File: config.mk
export PLATFORM = sky130hd
export DESIGN_NAME = uart_bootloader_flash_programmer
export DESIGN_NICKNAME = d
export VERILOG_FILES = /design/src/hdl/ubfp_pkg.sv /design/src/hdl/ubfp_tx.sv /design/src/hdl/uart_bootloader_flash_programmer.sv
export SDC_FILE = /design/constraint.sdc
export NUM_CORES = 2
export LEC_CHECK = 0
export ABC_AREA = 1
export BUFFER_PORTS_ARGS = -buffer_cell sky130_fd_sc_hd__buf_2
export CAP_MARGIN = 20
export CORE_MARGIN = 2
export CORE_UTILIZATION = 45
export DETAILED_ROUTE_END_ITERATION = 10
export PLACE_DENSITY = 0.7
export SETUP_SLACK_MARGIN = 0.3
export SYNTH_ARGS = -nofsm -noshare
export SYNTH_HDL_FRONTEND = slang
export SYNTH_HIERARCHICAL = 1
export SYNTH_SLANG_ARGS = --single-unit
File: constraint.sdc
create_clock -name i_clk -period 4.25 [get_ports i_clk]
set_input_delay 0.85 -clock i_clk [delete_from_list [all_inputs] [get_ports i_clk]]
set_output_delay 0.85 -clock i_clk [all_outputs]
set_load 0.02 [all_outputs]
File: src/hdl/ubfp_pkg.sv
`timescale 1ns / 1ps
// Shared types and constants of the UART bootloader flash programmer.
// Used by ubfp_tx and by the top level; no dependencies.
package ubfp_pkg;

    localparam int BLOCK_BYTES = 256;
    localparam int BUF_AW      = $clog2(BLOCK_BYTES);
    localparam int CNT_W       = 9;

    localparam logic [7:0] RSP_ACK      = 8'h79;
    localparam logic [7:0] BYTE_SYNC    = 8'h7F;
    localparam logic [7:0] BYTE_ERASE   = 8'h44;
    localparam logic [7:0] BYTE_ERASE_N = 8'hBB;
    localparam logic [7:0] BYTE_WRITE   = 8'h31;
    localparam logic [7:0] BYTE_WRITE_N = 8'hCE;
    localparam logic [7:0] BYTE_FILL    = 8'hFF;

    localparam logic [31:0] TIMEOUT_RESET = 32'd100000000;
    localparam logic [3:0]  RETRIES_RESET = 4'd3;
    localparam logic [31:0] BASE_RESET    = 32'h0800_0000;

    typedef enum logic [1:0] {
        OP_START = 2'd0,
        OP_IMAGE = 2'd1,
        OP_RSP   = 2'd2,
        OP_TICK  = 2'd3
    } t_op;

    typedef enum logic [1:0] {
        CFG_TIMEOUT = 2'd0,
        CFG_RETRIES = 2'd1,
        CFG_BASE    = 2'd2
    } t_cfg_idx;

    typedef enum logic [1:0] {
        ST_READY    = 2'd0,
        ST_DONE     = 2'd1,
        ST_FAILED   = 2'd2,
        ST_REJECTED = 2'd3
    } t_status;

    typedef enum logic {
        KIND_TX     = 1'b0,
        KIND_STATUS = 1'b1
    } t_kind;

    // Where the transmitted byte comes from.
    typedef enum logic [1:0] {
        SEL_CONST = 2'd0,
        SEL_MEM   = 2'd1,
        SEL_CHK   = 2'd2
    } t_sel;

    typedef struct packed {
        t_kind       kind;
        t_status     status;
        t_sel        sel;
        logic [7:0]  cbyte;
        logic        first;
    } t_mid;

endpackage

File: src/hdl/ubfp_tx.sv
`timescale 1ns / 1ps
// Block buffer memory, byte assembly with running checksum, and output register.
// Depends on ubfp_pkg.
module ubfp_tx
    import ubfp_pkg::*;
(
    input  logic              i_clk,
    input  logic              i_rst_n,
    input  logic              i_load,
    input  t_mid              i_mid,
    input  logic              i_we,
    input  logic [BUF_AW-1:0] i_waddr,
    input  logic [7:0]        i_wdata,
    input  logic              i_re,
    input  logic [BUF_AW-1:0] i_raddr,
    output logic              o_can_load,
    output logic              o_valid,
    input  logic              i_ready,
    output logic              o_kind,
    output logic [7:0]        o_tx_byte,
    output logic [1:0]        o_status
);

    logic [7:0] r_mem [BLOCK_BYTES];
    logic [7:0] r_rdata;
    logic       r_mv;
    t_mid       r_mid;
    logic       r_ov;
    logic [7:0] r_chk;
    logic       r_kind;
    logic [7:0] r_byte;
    logic [1:0] r_status;
    logic       adv;
    logic [7:0] b;

    assign adv        = !r_ov || i_ready;
    assign o_can_load = !r_mv || adv;

    always_ff @(posedge i_clk) begin
        if (i_we) begin
            r_mem[i_waddr] <= i_wdata;
        end
        if (i_re) begin
            r_rdata <= r_mem[i_raddr];
        end
    end

    always_comb begin
        case (r_mid.sel)
            SEL_MEM: b = r_rdata;
            SEL_CHK: b = r_chk;
            default: b = r_mid.cbyte;
        endcase
    end

    always_ff @(posedge i_clk) begin
        if (!i_rst_n) begin
            r_mv <= 1'b0;
            r_ov <= 1'b0;
        end else begin
            if (i_load) begin
                r_mv <= 1'b1;
            end else if (adv) begin
                r_mv <= 1'b0;
            end
            if (adv) begin
                r_ov <= r_mv;
            end
        end
        if (i_load) begin
            r_mid <= i_mid;
        end
        if (adv && r_mv) begin
            r_kind <= r_mid.kind;
            if (r_mid.kind == KIND_TX) begin
                r_byte   <= b;
                r_status <= ST_READY;
                r_chk    <= r_mid.first ? b : (r_chk ^ b);
            end else begin
                r_byte   <= 8'h00;
                r_status <= r_mid.status;
            end
        end
    end

    assign o_valid   = r_ov;
    assign o_kind    = r_kind;
    assign o_tx_byte = r_byte;
    assign o_status  = r_status;

endmodule

File: src/hdl/uart_bootloader_flash_programmer.sv
`timescale 1ns / 1ps
// Top level of the UART bootloader flash programmer.
// Depends on ubfp_pkg and ubfp_tx.

// Host side of a serial bootloader write-memory session. Op 0 starts a
// session: the block sends the sync byte, the extended global erase, and then
// takes image bytes into a 256-byte block buffer. Each full block, or the block
// that ends with last_byte, is written with the write command, the big-endian
// address with its XOR, and the length, data padded with 0xFF to a multiple of
// four and the XOR checksum. While a frame has bytes left, each tick transfer
// releases one byte; after each frame the block waits for ACK, and a NACK, bad
// byte or timeout resends the frame up to the configured retry count. Status
// transfers report ready for the next block, image done, failure, or an image
// byte that arrived out of place. An input transfer can be taken each cycle
// unless the input stalls. A result passes through the middle stage, which holds
// the synchronous read of the block buffer, and then the output register. The
// input stalls only while both the middle stage and the output register hold
// results that the receiver has not yet taken. Configuration writes take
// effect on the next cycle and must only be made while the block is idle.
module uart_bootloader_flash_programmer
    import ubfp_pkg::*;
(
    input  logic        i_clk,
    input  logic        i_rst_n,
    input  logic        i_valid,
    output logic        o_ready,
    input  logic [1:0]  i_op,
    input  logic [7:0]  i_data_byte,
    input  logic        i_last_byte,
    output logic        o_valid,
    input  logic        i_ready,
    output logic        o_kind,
    output logic [7:0]  o_tx_byte,
    output logic [1:0]  o_status,
    input  logic        i_cfg_we,
    input  logic [1:0]  i_cfg_idx,
    input  logic [31:0] i_cfg_data
);

    typedef enum logic [3:0] {
        PH_IDLE, PH_COLLECT, PH_SYNC, PH_ERASE_CMD, PH_ERASE_ARG,
        PH_WRITE_CMD, PH_ADDR, PH_DATA
    } t_phase;

    // Configuration registers.
    logic [31:0] r_cfg_tmo;
    logic [3:0]  r_cfg_retries;
    logic [31:0] r_cfg_base;

    // Session state.
    t_phase           r_phase,  n_phase;
    logic [CNT_W-1:0] r_fill,   n_fill;
    logic [CNT_W-1:0] r_pad,    n_pad;
    logic [CNT_W-1:0] r_idx,    n_idx;
    logic [31:0]      r_addr,   n_addr;
    logic [3:0]       r_retry,  n_retry;
    logic [31:0]      r_tmo,    n_tmo;
    logic             r_final,  n_final;

    logic             accept;
    logic             can_load;
    logic             emit;
    t_mid             mid;
    logic             we;
    logic [BUF_AW-1:0] waddr;
    logic             re;
    logic [BUF_AW-1:0] raddr;
    logic [CNT_W-1:0] flen;
    logic [CNT_W-1:0] fill_inc;
    logic [CNT_W-1:0] data_pos;
    logic             framing;
    logic             do_ack;
    logic             do_fail;
    t_op              op;

    assign op      = t_op'(i_op);
    assign o_ready = can_load;
    assign accept  = i_valid && can_load;

    always_ff @(posedge i_clk) begin
        if (!i_rst_n) begin
            r_cfg_tmo     <= TIMEOUT_RESET;
            r_cfg_retries <= RETRIES_RESET;
            r_cfg_base    <= BASE_RESET;
        end else if (i_cfg_we) begin
            case (t_cfg_idx'(i_cfg_idx))
                CFG_TIMEOUT: r_cfg_tmo     <= i_cfg_data;
                CFG_RETRIES: r_cfg_retries <= i_cfg_data[3:0];
                CFG_BASE:    r_cfg_base    <= i_cfg_data;
                default: ;
            endcase
        end
    end

    always_comb begin
        unique case (r_phase)
            PH_SYNC:      flen = CNT_W'(1);
            PH_ERASE_CMD: flen = CNT_W'(2);
            PH_ERASE_ARG: flen = CNT_W'(3);
            PH_WRITE_CMD: flen = CNT_W'(2);
            PH_ADDR:      flen = CNT_W'(5);
            PH_DATA:      flen = r_pad + CNT_W'(2);
            default:      flen = '0;
        endcase
    end

    assign framing  = (r_phase != PH_IDLE) && (r_phase != PH_COLLECT);
    assign fill_inc = r_fill + CNT_W'(1);
    assign data_pos = r_idx - CNT_W'(1);

    always_comb begin
        n_phase = r_phase;
        n_fill  = r_fill;
        n_pad   = r_pad;
        n_idx   = r_idx;
        n_addr  = r_addr;
        n_retry = r_retry;
        n_tmo   = r_tmo;
        n_final = r_final;
        emit    = 1'b0;
        mid     = '{kind: KIND_TX, status: ST_READY, sel: SEL_CONST,
                    cbyte: 8'h00, first: 1'b0};
        we      = 1'b0;
        waddr   = r_fill[BUF_AW-1:0];
        re      = 1'b0;
        raddr   = data_pos[BUF_AW-1:0];
        do_ack  = 1'b0;
        do_fail = 1'b0;

        unique case (op)
            OP_START: begin
                n_addr  = r_cfg_base;
                n_fill  = '0;
                n_pad   = '0;
                n_final = 1'b0;
                n_phase = PH_SYNC;
                n_idx   = '0;
                n_retry = '0;
                n_tmo   = '0;
            end
            OP_IMAGE: begin
                if (r_phase != PH_COLLECT) begin
                    emit       = 1'b1;
                    mid.kind   = KIND_STATUS;
                    mid.status = ST_REJECTED;
                end else begin
                    we     = 1'b1;
                    n_fill = fill_inc;
                    if (i_last_byte) begin
                        n_final = 1'b1;
                    end
                    if (i_last_byte || fill_inc >= CNT_W'(BLOCK_BYTES)) begin
                        n_pad   = (fill_inc + CNT_W'(3)) & ~CNT_W'(3);
                        n_phase = PH_WRITE_CMD;
                        n_idx   = '0;
                        n_retry = '0;
                        n_tmo   = '0;
                    end
                end
            end
            OP_RSP: begin
                if (framing && r_idx >= flen) begin
                    if (i_data_byte == RSP_ACK) begin
                        do_ack = 1'b1;
                    end else begin
                        do_fail = 1'b1;
                    end
                end
            end
            default: begin
                if (framing) begin
                    if (r_idx < flen) begin
                        emit      = 1'b1;
                        mid.first = (r_idx == '0);
                        unique case (r_phase)
                            PH_SYNC:      mid.cbyte = BYTE_SYNC;
                            PH_ERASE_CMD: mid.cbyte = (r_idx != '0) ? BYTE_ERASE_N
                                                                    : BYTE_ERASE;
                            PH_ERASE_ARG: begin
                                if (r_idx < CNT_W'(2)) begin
                                    mid.cbyte = BYTE_FILL;
                                end else begin
                                    mid.sel = SEL_CHK;
                                end
                            end
                            PH_WRITE_CMD: mid.cbyte = (r_idx != '0) ? BYTE_WRITE_N
                                                                    : BYTE_WRITE;
                            PH_ADDR: begin
                                case (r_idx[2:0])
                                    3'd0:    mid.cbyte = r_addr[31:24];
                                    3'd1:    mid.cbyte = r_addr[23:16];
                                    3'd2:    mid.cbyte = r_addr[15:8];
                                    3'd3:    mid.cbyte = r_addr[7:0];
                                    default: mid.sel   = SEL_CHK;
                                endcase
                            end
                            default: begin
                                if (r_idx == '0) begin
                                    mid.cbyte = data_pos[7:0];
                                    mid.cbyte = 8'(r_pad - CNT_W'(1));
                                end else if (r_idx <= r_pad) begin
                                    if (data_pos < r_fill) begin
                                        mid.sel = SEL_MEM;
                                        re      = 1'b1;
                                    end else begin
                                        mid.cbyte = BYTE_FILL;
                                    end
                                end else begin
                                    mid.sel = SEL_CHK;
                                end
                            end
                        endcase
                        n_idx = r_idx + CNT_W'(1);
                        if (n_idx >= flen) begin
                            n_tmo = r_cfg_tmo;
                        end
                    end else if (r_tmo <= 32'd1) begin
                        n_tmo   = '0;
                        do_fail = 1'b1;
                    end else begin
                        n_tmo = r_tmo - 32'd1;
                    end
                end
            end
        endcase

        // A failed attempt resends the frame or gives up.
        if (do_fail) begin
            n_idx = '0;
            n_tmo = '0;
            if (r_retry < r_cfg_retries) begin
                n_retry = r_retry + 4'd1;
            end else begin
                n_phase    = PH_IDLE;
                emit       = 1'b1;
                mid.kind   = KIND_STATUS;
                mid.status = ST_FAILED;
            end
        end

        // An acknowledged frame moves on to the next frame, to collecting the next block, or to idle after the last.
        if (do_ack) begin
            n_idx   = '0;
            n_retry = '0;
            n_tmo   = '0;
            unique case (r_phase)
                PH_SYNC:      n_phase = PH_ERASE_CMD;
                PH_ERASE_CMD: n_phase = PH_ERASE_ARG;
                PH_ERASE_ARG: begin
                    n_phase    = PH_COLLECT;
                    n_fill     = '0;
                    emit       = 1'b1;
                    mid.kind   = KIND_STATUS;
                    mid.status = ST_READY;
                end
                PH_WRITE_CMD: n_phase = PH_ADDR;
                PH_ADDR:      n_phase = PH_DATA;
                default: begin
                    n_addr     = r_addr + 32'(r_fill);
                    n_fill     = '0;
                    emit       = 1'b1;
                    mid.kind   = KIND_STATUS;
                    if (r_final) begin
                        n_phase    = PH_IDLE;
                        mid.status = ST_DONE;
                    end else begin
                        n_phase    = PH_COLLECT;
                        mid.status = ST_READY;
                    end
                end
            endcase
        end
    end

    always_ff @(posedge i_clk) begin
        if (!i_rst_n) begin
            r_phase <= PH_IDLE;
            r_fill  <= '0;
            r_pad   <= '0;
            r_idx   <= '0;
            r_addr  <= '0;
            r_retry <= '0;
            r_tmo   <= '0;
            r_final <= 1'b0;
        end else if (accept) begin
            r_phase <= n_phase;
            r_fill  <= n_fill;
            r_pad   <= n_pad;
            r_idx   <= n_idx;
            r_addr  <= n_addr;
            r_retry <= n_retry;
            r_tmo   <= n_tmo;
            r_final <= n_final;
        end
    end

    ubfp_tx u_tx (
        .i_clk      (i_clk),
        .i_rst_n    (i_rst_n),
        .i_load     (accept && emit),
        .i_mid      (mid),
        .i_we       (accept && we),
        .i_waddr    (waddr),
        .i_wdata    (i_data_byte),
        .i_re       (accept && re),
        .i_raddr    (raddr),
        .o_can_load (can_load),
        .o_valid    (o_valid),
        .i_ready    (i_ready),
        .o_kind     (o_kind),
        .o_tx_byte  (o_tx_byte),
        .o_status   (o_status)
    );

endmodule
# == Word-level counts from Yosys, hierarchy flattened ==
# Memories as Yosys holds them, arrays and structs flattened. A register that Yosys moved wholly into a read port is not among the register bits.
# Index checks and enable logic that the tools add are counted.
# op_classes
eq_ne,24
n_reduce_logical,39
bitwise_logic,4
order_cmp,9
add_sub_neg,9
n_mux,97
# op_table
operator,n
$mux W32,11
$mux W9,11
$pmux W32 S3,1
$mux W8,7
$pmux W9 S5,1
$mux W4,10
$pmux W8 S5,1
$pmux W9 S2,2
$mux W1,33
$add A32 B9 Y32,1
$le A32 B1 Y1 const B,1
$pmux W8 S4,1
$sub A32 B1 Y32 const B,1
$pmux W9 S3,1
$add A9 B1 Y9 const B,2
$add A9 B2 Y9 const B,2
$ge A9 B9 Y1,2
$lt A9 B9 Y1,2
$eq A4 B3 Y1 const B,4
$pmux W4 S2,2
$pmux W8 S2,1
$mux W3,5
$pmux W3 S5,1
$reduce_and A6 Y1,2
40 further kinds,77
# totals
output_inout_bits,13
mem_bits_rw,2048
inputBits,50
reg_bits,203
memories,1
elab_cells,205
# mem_list
memory,words,width,read_ports,rd_ports_with_merged_regs,write_ports,line,source
u_tx.r_mem,256,8,1,1,1,ubfp_tx.sv:24,logic [7:0] r_mem [BLOCK_BYTES];

# == Depth between registers and ports, before layout ==
# logic_depth
ltp_word,13
mapped_depth,23
depth_no_buf,22

# == Modules after synthesis ==
# The synthesis kept the hierarchy.
# by_module_without_submodules
mod,cells_each,instances,area_each_um2
ubfp_tx,7127,1,84926.5
uart_bootloader_flash_programmer,1823,1,11496.0

# == Least setup slack after synthesis ==
# No wires, ideal clock.
# synth_path
kind,input -> register
from,input port i_ready
to,"memory u_tx.r_mem[162][0], enable pin"
setup_time_ps,370
path_stages,9
slack_ps,1100
t_required_ps,3880
arrival_ps,2780
n_path_buf,3
cell_sequence,nor2_1 > nand2_1 > nand2_1 > clkbuf_1 > nor2_1 > clkbuf_1 > nand3_1 > clkbuf_1 > nor2_1
# synth_between
elab_chain_cells,6
# synth_lines
item,line,source
start: declaration,uart_bootloader_flash_programmer.sv:31,"input logic i_ready,"
$logic_or A1 B1 Y1,ubfp_tx.sv:36,assign adv = !r_ov || i_ready;
$logic_or A1 B1 Y1,ubfp_tx.sv:37,assign o_can_load = !r_mv || adv;
named net o_ready,uart_bootloader_flash_programmer.sv:26,"output logic o_ready,"
$logic_and A1 B1 Y1,uart_bootloader_flash_programmer.sv:78,assign accept = i_valid && can_load;
$logic_and A1 B1 Y1,uart_bootloader_flash_programmer.sv:302,".i_we (accept && we),"
$mux W1,ubfp_tx.sv:40,if (i_we) begin
$mux W1 (implied by the code),ubfp_tx.sv:41,r_mem[i_waddr] <= i_wdata;
end: declaration,ubfp_tx.sv:24,
# The timed path passes the listed nets, and every way through them passes these cells.

# == Final worst setup path ==
# layout_path
from,register r_idx[0]
to,register u_tx.r_rdata[2] (read register of u_tx.r_mem) (data pin)
# layout_between
elab_chain_cells,10
elab_cells_between_ends,13
cone_classes,add/sub: 1; order compare: 3; mux: 7; reduce/logical: 2
# layout_lines
item,line,source
start: declaration,uart_bootloader_flash_programmer.sv:54,"logic [CNT_W-1:0] r_idx, n_idx;"
start signal: assignment,uart_bootloader_flash_programmer.sv:289,r_idx <= n_idx;
$sub A9 B1 Y9 *,uart_bootloader_flash_programmer.sv:109,assign data_pos = r_idx - CNT_W'(1);
named net data_pos[0],uart_bootloader_flash_programmer.sv:70,logic [CNT_W-1:0] data_pos;
$lt A9 B9 Y1,uart_bootloader_flash_programmer.sv:202,if (data_pos < r_fill) begin
$mux W1,uart_bootloader_flash_programmer.sv:202,
$mux W1,uart_bootloader_flash_programmer.sv:201,end else if (r_idx <= r_pad) begin
$mux W1,uart_bootloader_flash_programmer.sv:198,if (r_idx == '0) begin
$mux W1,uart_bootloader_flash_programmer.sv:175,unique case (r_phase)
$mux W1,uart_bootloader_flash_programmer.sv:172,if (r_idx < flen) begin
$mux W1,uart_bootloader_flash_programmer.sv:171,if (framing) begin
$mux W1,uart_bootloader_flash_programmer.sv:130,unique case (op)
$logic_and A1 B1 Y1,uart_bootloader_flash_programmer.sv:305,".i_re (accept && re),"
end: declaration,ubfp_tx.sv:25,logic [7:0] r_rdata;
# Mark *: on every way through the listed nets, which the timed path passes. The rest lies on a longest branch.
# A chain may end at the register's enable or synchronous reset.

==> metrics.md <==
| Metric | Value |
|---|---|
| Status | `finished clean` |
| # rows | `roughly 170` |
| Max-cap violations | `0` |
| First-pass GRT wire length | `approximately 400000 um` |
| Pin count of the biggest net entering global routing | `~200` |
| Skew-Pair Late Insertion Delay | `0.89 ns` |
| Die X-Extent | `between 400 and 500 um` |
| Post-Syn Instances | `roughly 9000` |
| Final cell count without fillers | `11841` |
| CTS tree | `built` |
| Number of flops mapped to enable cells by yosys | `approximately 2100` |
| Syn-to-layout area delta | `10.4%` |
| DR WL/cell | `between 20 and 25 um` |
| DR pass1 iterations | `7` |
| Initial antenna violation count | `4` |
| Clk_skew | `around 0.058 ns` |
| CTS Buffer Depth | `3` |
| Dpl hpwl | `roughly 150000 um` |
| Post-Syn Nets | `around 9000` |
| Commonest non-fill, non-tap cells in the layout | `nand2_1, nand3_1, edfxtp_1, nor2_1, inv_1` |
| Max Fclk | `roughly 270 MHz` |
| Crit path max fanout | `between 60 and 70` |
| Synth unique cells | `49` |
| Total track usage | `23.7%` |
| Final Hold Fails | `0` |
| Vias per cell | `a little under 6` |
| Port buffer count | `62` |
| Setup TNS | `0 ns` |
| Avg Cell Area, Syn | `around 11 sq um` |
| Kind of critical path | `reg2reg` |
| Commonest non-fill, non-tap cell in the layout | `nand2_1` |
| Req. time, crit path | `4.99 ns` |
| Post-CTS Hold Buffers | `0` |
| Period Utilization, post-route | `about 90%` |
| Gpl congestion | `around 0.90` |
| Starting density of the core | `a little under half` |
| DRC | `0` |
| Initial drt markers | `~9000` |
| Power Density | `a little over 500 nW/um^2` |
| Vias in the first global route | `~65000` |
| Worst Hold Class | `in2reg` |
| Die area | `approximately 220000 sq um` |
| RSZ-0062 raised after global routing | `false` |
| Leak | `37.6 nW` |
| Number of nets in the layout | `a little under 9000` |
| CP arrival | `4.47 ns` |
| Min Tclk post-route | `3.74 ns` |
| Via count | `approximately 68000` |
| Layout cells sized above 1 | `6.32%` |
| Worst ir drop on vdd | `around 0.35 mV` |
| Core Footprint | `between 200000 and 250000 sq um` |
| Synthesis Warnings | `6` |
| Antenna-violating nets left | `0` |
| Max-slew headroom | `22.9%` |
| Post-synth ARST share | `0%` |
| Clock-pin slew on the worst setup and hold paths | `around 0.06 ns` |
| Slew Limit Fails | `0` |
| Actual slew at the worst max-slew pin | `about 1.2 ns` |
| CTS Root Cell | `clkbuf_16` |
| # clock sinks | `~2300` |
| Top FF cell, synth | `edfxtp_1` |
| Post-Place Cells | `11433` |
| Register area share after synthesis | `between 60% and 70%` |
| Startpoint Class | `flop` |
| Chip height | `about 470 um` |
| Routed WL | `264000 um` |
| Setup violators final | `0` |
| Io pins | `between 60 and 70` |
| Total CTS buffers | `between 200 and 250` |
| CTS HTree Levels | `4` |
| Critical Path End Type | `flop` |
| Gr ovfl total | `0` |
| Cell Area, Synth | `a little under 100000 sq um` |
| Yosys reg bits | `2257` |
==> critical path, cell delays in order (launching register included) <==
cell and delay (ns):
dfxtp_1 0.43, inv_8 0.28, buf_4 0.56, buf_4 0.69, nand2_1 0.10, nand3_1 0.12, nand3_1 0.12, nand3_1 0.18
nand3_1 0.16, nand3_1 0.21, nand3_1 0.28, nand2_1 0.27, nand2_1 0.08, nand2_1 0.07
==> cell usage after synthesis, drive strengths merged, types with 5 or more instances <==
cell type,count,area [sq um]
nor2,515,1970
o211ai,25,188
nor3,31,171
o2111ai,7,61.3
nand2,2592,9740
inv,283,1060
a21oi,183,931
edfxtp,2089,62700
clkbuf,167,627
xor2,64,561
o22ai,28,175
nand3,2119,10600
o21ai,157,786
a31oi,6,43.8
nor4,5,37.5
xnor2,12,105
ha,59,738
buf,396,2180
dfxtp,168,3360
nand4,20,131
==> power by group <==
group          switching (mW)  internal [mW]  leakage, nW  total [mW]
Clock                    8.30           10.5         3.34        18.8
Combinational            8.32           3.14         14.1        11.5
Sequential              0.134           24.4         20.1        24.5
==> area by class of cell <==
cell class / instances / area (sq um)
fill: 18249 / 106000
sequential: 2257 / 66100
multi-input combinational: 5847 / 26600
clock buffer: 282 / 5770
tap: 2821 / 3530
timing repair buffer: 228 / 2220
clock inverter: 119 / 1130
inverter: 283 / 1110
antenna: 4 / 10.0
==> per-layer routing <==
metal  up-vias  wire (um)  global-route usage (%)
met1     33053     105000                    32.6
met2      3616     122000                    37.3
met5         -          0                       0
met3       516      27900                    4.95
met4         0       9530                    8.61
li1      31026          -                       -
==> per-stage QoR <==
step	instance area (sq um)	hold WS, ns	power [mW]	utilization [%]	worst slack [ns]
after floorplan	96400	0.425	31.9	-	1.10
after global placement	99500	0.441	36.1	46.8	0.427
after detailed placement	99500	0.447	36.2	46.8	0.344
after CTS	106000	0.175	54.7	50.0	0.322
after global routing	106000	0.237	56.6	50.1	0.355
final	106000	0.226	54.8	50.1	0.514
==> cells by family (layout without fill, tap and decap cells) <==
family,count (synthesis),after routing,synth area share [%]
AOI/OAI and AO/OA,422,422,2.39
xor gates and xnor gates,76,76,0.690
adders and majority gates,60,60,0.786
buffers and inverters,846,912,4.01
DFF,2257,2257,68.5
other,0,4,0
and+or+nand+nor,5289,5289,23.6
==> flip-flops by register name, summed over array words and instances (netlist names), 9 cells and up <==
register / flops
r_fill: 9
r_tmo: 32
r_idx: 9
r_cfg_base: 32
u_tx/r_mid: 14
r_cfg_tmo: 32
u_tx/r_mem: 2048
r_addr: 32
==> worst paths after layout <==
| check | start | end | slack [ns] | depth (start not counted) |
|---|---|---|---|---|
| max | r_idx[0] | u_tx/r_rdata[2] | 0.51 | 13 |
| min | i_cfg_data[21] | r_cfg_tmo[21] | 0.23 | 3 |
| max reg2reg | r_idx[0] | u_tx/r_rdata[2] | 0.51 | 13 |
| min reg2reg | r_cfg_base[3] | r_cfg_base[3] | 0.45 | 2 |
==> repair_timing <==
action	in CTS	in global routing
endpoints found under the setup margin	0	31
gates resized for setup	0	4
setup buffers	0	0
(Power assumes the default switching activity.)
